==> config.mk <==
export PLATFORM = sky130hd
export DESIGN_NAME = rspt_cell
export DESIGN_NICKNAME = d
export VERILOG_FILES = /design/src/sv/rspt_pkg.sv /design/src/sv/rspt_cell.sv
export SDC_FILE = /design/constraint.sdc
export NUM_CORES = 1
export LEC_CHECK = 0
export BUFFER_PORTS_ARGS = -buffer_cell sky130_fd_sc_hd__buf_2
export CORE_ASPECT_RATIO = 0.5
export CORE_MARGIN = 8
export CORE_UTILIZATION = 30
export DETAILED_ROUTE_END_ITERATION = 8
export GPL_TIMING_DRIVEN = 0
export PLACE_DENSITY_LB_ADDON = 0.05
export SYNTH_ARGS = -nofsm -noshare
export SYNTH_HDL_FRONTEND = slang
export SYNTH_SLANG_ARGS = --single-unit
==> constraint.sdc <==
create_clock -name clk -period 6.3 [get_ports clk]
set_input_delay 0.63 -clock clk [delete_from_list [all_inputs] [get_ports clk]]
set_output_delay 0.63 -clock clk [all_outputs]
set_load 0.005 [all_outputs]
==> src/sv/rspt_pkg.sv <==
// ----------------------------------------------------------------------------
// rspt_pkg: shared types and codes for the ranked sorted pair table
// Transaction payloads, cell storage word, cell command word, op and status
// codes.
// ----------------------------------------------------------------------------
package rspt_pkg;

  localparam logic [2:0] KIND_INSERT = 3'd0;
  localparam logic [2:0] KIND_DELETE = 3'd1;
  localparam logic [2:0] KIND_UPDATE = 3'd2;
  localparam logic [2:0] KIND_SEARCH = 3'd3;
  localparam logic [2:0] KIND_FETCH  = 3'd4;

  localparam logic [1:0] STATUS_OK        = 2'd0;
  localparam logic [1:0] STATUS_NOT_FOUND = 2'd1;
  localparam logic [1:0] STATUS_FULL      = 2'd2;

  typedef struct packed {
    logic [2:0]         kind;
    logic signed [31:0] score;
    logic signed [31:0] value;
    logic signed [31:0] prior_score;
    logic [8:0]         position;
  } req_t;

  typedef struct packed {
    logic [1:0]         status;
    logic [8:0]         rank;
    logic signed [31:0] found_score;
    logic signed [31:0] found_value;
    logic [8:0]         entry_total;
  } rsp_t;

  typedef struct packed {
    logic signed [31:0] score;
    logic signed [31:0] value;
  } entry_t;

  // Broadcast to every cell in the row.
  typedef struct packed {
    logic               cmp;    // latch compare flags
    logic               ins;    // open a slot and shift right
    logic               del;    // close the matched slot and shift left
    logic               srch;   // flag the first equal score
    logic               fetch;  // flag the addressed position
    logic signed [31:0] score;
    logic signed [31:0] value;
    logic [8:0]         position;
  } cell_cmd_t;

endpackage

==> src/sv/rspt_cell.sv <==
// ----------------------------------------------------------------------------
// rspt_cell: one slot of the sorted row
// Holds one pair, latches its compare flags against the broadcast key and
// takes its left or right neighbor's pair when the row shifts.
// ----------------------------------------------------------------------------
module rspt_cell
  import rspt_pkg::*;
#(
  parameter int INDEX = 0,
  parameter int CNT_W = 9
) (
  input  logic       clk,
  input  cell_cmd_t  cmd,
  input  logic [CNT_W-1:0] count,
  input  entry_t     left_ent,
  input  entry_t     right_ent,
  input  logic       left_gt,
  input  logic       left_eq,
  input  logic       seen_in,
  output entry_t     ent,
  output logic       gt,
  output logic       eq,
  output logic       seen_out,
  output logic       hit
);

  logic occupied;
  logic mt;
  logic pos;

  assign occupied = 32'(INDEX) < 32'(count);

  // Empty slots sort after every key, so the insert point stays monotone.
  always_ff @(posedge clk) begin
    if (cmd.cmp) begin
      gt  <= !occupied || (ent.score > cmd.score);
      eq  <= occupied && (ent.score == cmd.score);
      mt  <= occupied && (ent.score == cmd.score) && (ent.value == cmd.value);
      pos <= occupied && (32'(cmd.position) == 32'(INDEX + 1));
    end
  end

  assign seen_out = seen_in | mt;
  assign hit      = (cmd.srch & eq & ~left_eq) | (cmd.fetch & pos);

  always_ff @(posedge clk) begin
    if (cmd.ins) begin
      if (left_gt) begin
        ent <= left_ent;
      end else if (gt) begin
        ent <= '{score: cmd.score, value: cmd.value};
      end
    end else if (cmd.del && seen_out) begin
      ent <= right_ent;
    end
  end

endmodule

==> summary.md <==
| Metric | Value |
|---|---|
| Average cell area after synthesis | 10.0 um2 |
| Max rail drop VDD | 0.125 mV |
| PwrDens | 221 nW/um2 |
| Placed insts | 950 |
| Count of TritonRoute iterations in the first routing pass | 4 |
| Final critical-path required period | 2.45 ns |
| Type of destination of the critical path | register |
| Worst path bufs/invs | 3 |
| Most prevalent standard cell on the critical path | sky130_fd_sc_hd__clkbuf_1 |
| Seq/Total Area, Yosys | 44.3% |
| Largest net degree at the start of global routing | 27 |
| Synth Net Count | 711 |
| Quantity of hold-fixing buffers added after cts | 0 |
| Total length of routed wires | 17100 um |
| Global-route wire length before repair | 26100 um |
| DRC violations left | 0 |
| Max Freq | 0.409 GHz |
| Worst-path clk slew | 0.06 ns |
| Max Cap Violations | 0 |
| Number of clock sinks | 68 |
| Vias post-DR | 4380 |
| Root Driver | sky130_fd_sc_hd__clkbuf_16 |
| Hold Crit Endpoint | pos |
| Total of flip-flops plus latches after synthesis | 68 |
| Setup repair after global routing missed its margin | false |
| Cell type of the slowest stage on the worst timing path | sky130_fd_sc_hd__clkbuf_1 |
| Mean routed wirelength per cell | 17.7 um |
| Hold path start | cmd[77] |
| Die boundary height | 104 um |
| Via count of the first global-routing pass | 4773 |
| Placer's final routability congestion estimate | 0.724 |
| Post-Route Skew | 0.00987 ns |
| CTS HTree Levels | 3 |
| Fraction of final layout cells sized beyond drive strength 1 | 41.1% |
| Area of the die | 19800 um2 |
| Aggregate global-route resource usage | 16.6% |
| Core Region | 15200 um2 |
| CP top delay family | buffers and inverters |
| Later-pin clock latency in the skew report | 0.33 ns |
| DP HPWL | 14100 um |
| Result of the run | complete, no violations |
| Min-delay worst type | in2reg |
| PostCTS Resize Cnt | 0 |
| Starting Density | 30.3% |
| Worst R2R Start | ent[46] |
| Starting DRT DRC Count | 155 |
| Ant. Diodes | 0 |
| Synth-to-layout area growth | 44.4% |
| Yosys warnings | 0 |
| Unique masters post-synth | 31 |
| Fin crit share | 38.8% |
| Max-slew headroom at the worst pin | 43.8% |
| Standard-cell row count | 32 |
| Worst slew pin tran | 0.843 ns |
| Post-synthesis instance total | 460 |
| Post-CTS Setup Inserts | 0 |
| Number of ports placed on the die boundary | 287 |
| Length in cells of the worst reg-to-reg path | 7 |
| Number of clock buffers inserted by TritonCTS | 9 |
| Final hold violation count | 0 |
| Critical Path AT | 2.47 ns |
| Final setup viols | 0 |
| Number of antenna violations at the first check in global routing | 2 |
| Clock tree from TritonCTS | yes |
| Flop2flop setup slack | 4.02 ns |
| Highest cell delay on the worst timing path | 0.49 ns |
| Max Transition Viols Final | 0 |
| Via density per instance | 4.53 |
| Worst Path Required | 6.32 ns |
| Final-stage net count | 1008 |
| Kind of critical path | in2reg |
| Input/output buffers | 284 |
| Worst Hold Depth | 1 |
| Clock tree buffer depth | 2 |
| Ordered list of cells on the worst path | clkbuf_1 > clkbuf_1 > o21ai_0 > o21ai_4 > buf_12 |
| Antenna Violating Nets Remaining | 0 |
| Leakage component of the power | 3.21 nW |
| Mapped cell area | 4610 um2 |
| FF-to-FF End | mt |
| Critical path startpoint category | primary input |
| Post-route insts no fill | 966 |
| Final sum of negative setup slack | 0 ns |
| Die width | 191 um |
| Leftover overflow at the end of global routing | 0 |
| Max FO, Critical Path | 26 |
-- Yosys cell counts, drive strengths merged --
| cell type | instances | area, um2 |
|---|---|---|
| a21oi | 79 | 403 |
| nor2 | 69 | 259 |
| edfxtp | 68 | 2040 |
| mux2i | 64 | 641 |
| inv | 35 | 131 |
| ha | 32 | 400 |
| xnor2 | 32 | 280 |
| nand4 | 14 | 93.8 |
| nand2 | 12 | 45.0 |
| clkbuf | 11 | 41.3 |
| buf | 10 | 45.0 |
| o21ai | 7 | 35.0 |
| nand3 | 5 | 25.0 |
| nor4 | 5 | 37.5 |
| nor3 | 4 | 20.0 |
| a21o | 2 | 15.0 |
| and3 | 2 | 12.5 |
| or4 | 2 | 18.8 |
| a211o | 1 | 8.76 |
| a211oi | 1 | 7.51 |
| a221o | 1 | 10.0 |
| a22o | 1 | 8.76 |
| a32o | 1 | 10.0 |
| and4 | 1 | 8.76 |
| or2 | 1 | 6.26 |
-- report_power, final --
group	internal, W	switching, W
clock network	0.000347	0.000203
logic	0.000165	0.000172
registers	0.000555	0.0000243
-- state kept, by name, summed over array words and instances (netlist names) --
| signal | count |
|---|---|
| ent | 64 |
| eq | 1 |
| gt | 1 |
| mt | 1 |
| pos | 1 |
-- layer usage --
| metal | track usage, % | part of all wire (%) | up-vias |
|---|---|---|---|
| met1 | 20.7 | 44 | 1971 |
| met3 | 5.32 | 7.4 | 10 |
| met4 | 2.30 | 0.50 | 4 |
| met5 | 0 | 0.13 | - |
| li1 | - | - | 2256 |
| met2 | 28.2 | 48 | 139 |
-- placed cells by master (no fill, tap or decap), types with 9 or more instances in the layout --
master	n
sky130_fd_sc_hd__a21oi_1	77
sky130_fd_sc_hd__buf_2	290
sky130_fd_sc_hd__clkbuf_1	12
sky130_fd_sc_hd__clkbuf_16	9
sky130_fd_sc_hd__edfxtp_1	68
sky130_fd_sc_hd__ha_1	32
sky130_fd_sc_hd__inv_1	35
sky130_fd_sc_hd__mux2i_1	64
sky130_fd_sc_hd__nand2_1	12
sky130_fd_sc_hd__nand4_1	13
sky130_fd_sc_hd__nor2_1	69
sky130_fd_sc_hd__xnor2_1	32
-- metrics by stage --
stage	power, W	hold WS (ns)	cell area, um2	setup slack (ns)	utilization (%)
6_report	0.00147	0.612	6650	3.85	43.7
4_1_cts	0.00149	0.595	6650	3.79	43.7
3_5_place_dp	0.000932	0.869	6330	3.44	41.6
5_1_grt	0.00154	0.592	6650	3.65	43.7
3_3_place_gp	0.000933	0.862	6280	-3.12	41.3
2_1_floorplan	0.000760	0.742	4610	0.175	-
-- logic make-up after synthesis --
group	Yosys count	synth area share [%]
and+or+nand+nor	115	11.4
AOI/OAI and AO/OA	93	10.8
DFF	68	44.3
muxes	64	13.9
buffers and inverters	56	4.73
xor gates and xnor gates	32	6.09
adders and majority gates	32	8.69
-- worst register-to-register path, cell delays in order, from the launching register on --
cell	delay, ns
sky130_fd_sc_hd__edfxtp_1	0.39
sky130_fd_sc_hd__ha_1	0.33
sky130_fd_sc_hd__nand4_1	0.18
sky130_fd_sc_hd__nor4_2	0.43
sky130_fd_sc_hd__nand2_1	0.09
sky130_fd_sc_hd__nor3_1	0.25
sky130_fd_sc_hd__and3_1	0.27
sky130_fd_sc_hd__and3_1	0.19
-- how the worst max path moves through the flow --
stage / start / end / depth (start not counted)
global placement: cmd[76] / ent[19] / 3
CTS: cmd[76] / ent[30] / 5
finish: cmd[76] / ent[30] / 5
floorplan: cmd[76] / ent[0] / 3
detailed placement: cmd[76] / ent[20] / 5
global route: cmd[76] / ent[30] / 5
-- layout make-up --
cell class	count	area [um2]
Clock inverter	6	88.8
Multi-Input combinational cell	336	2360
Tap cell	204	255
Clock buffer	10	229
Sequential cell	68	2040
Buffer	21	86.3
Timing Repair Buffer	286	1460
Inverter	35	131
Fill cell	1570	8560
(Power assumes the default switching activity.)
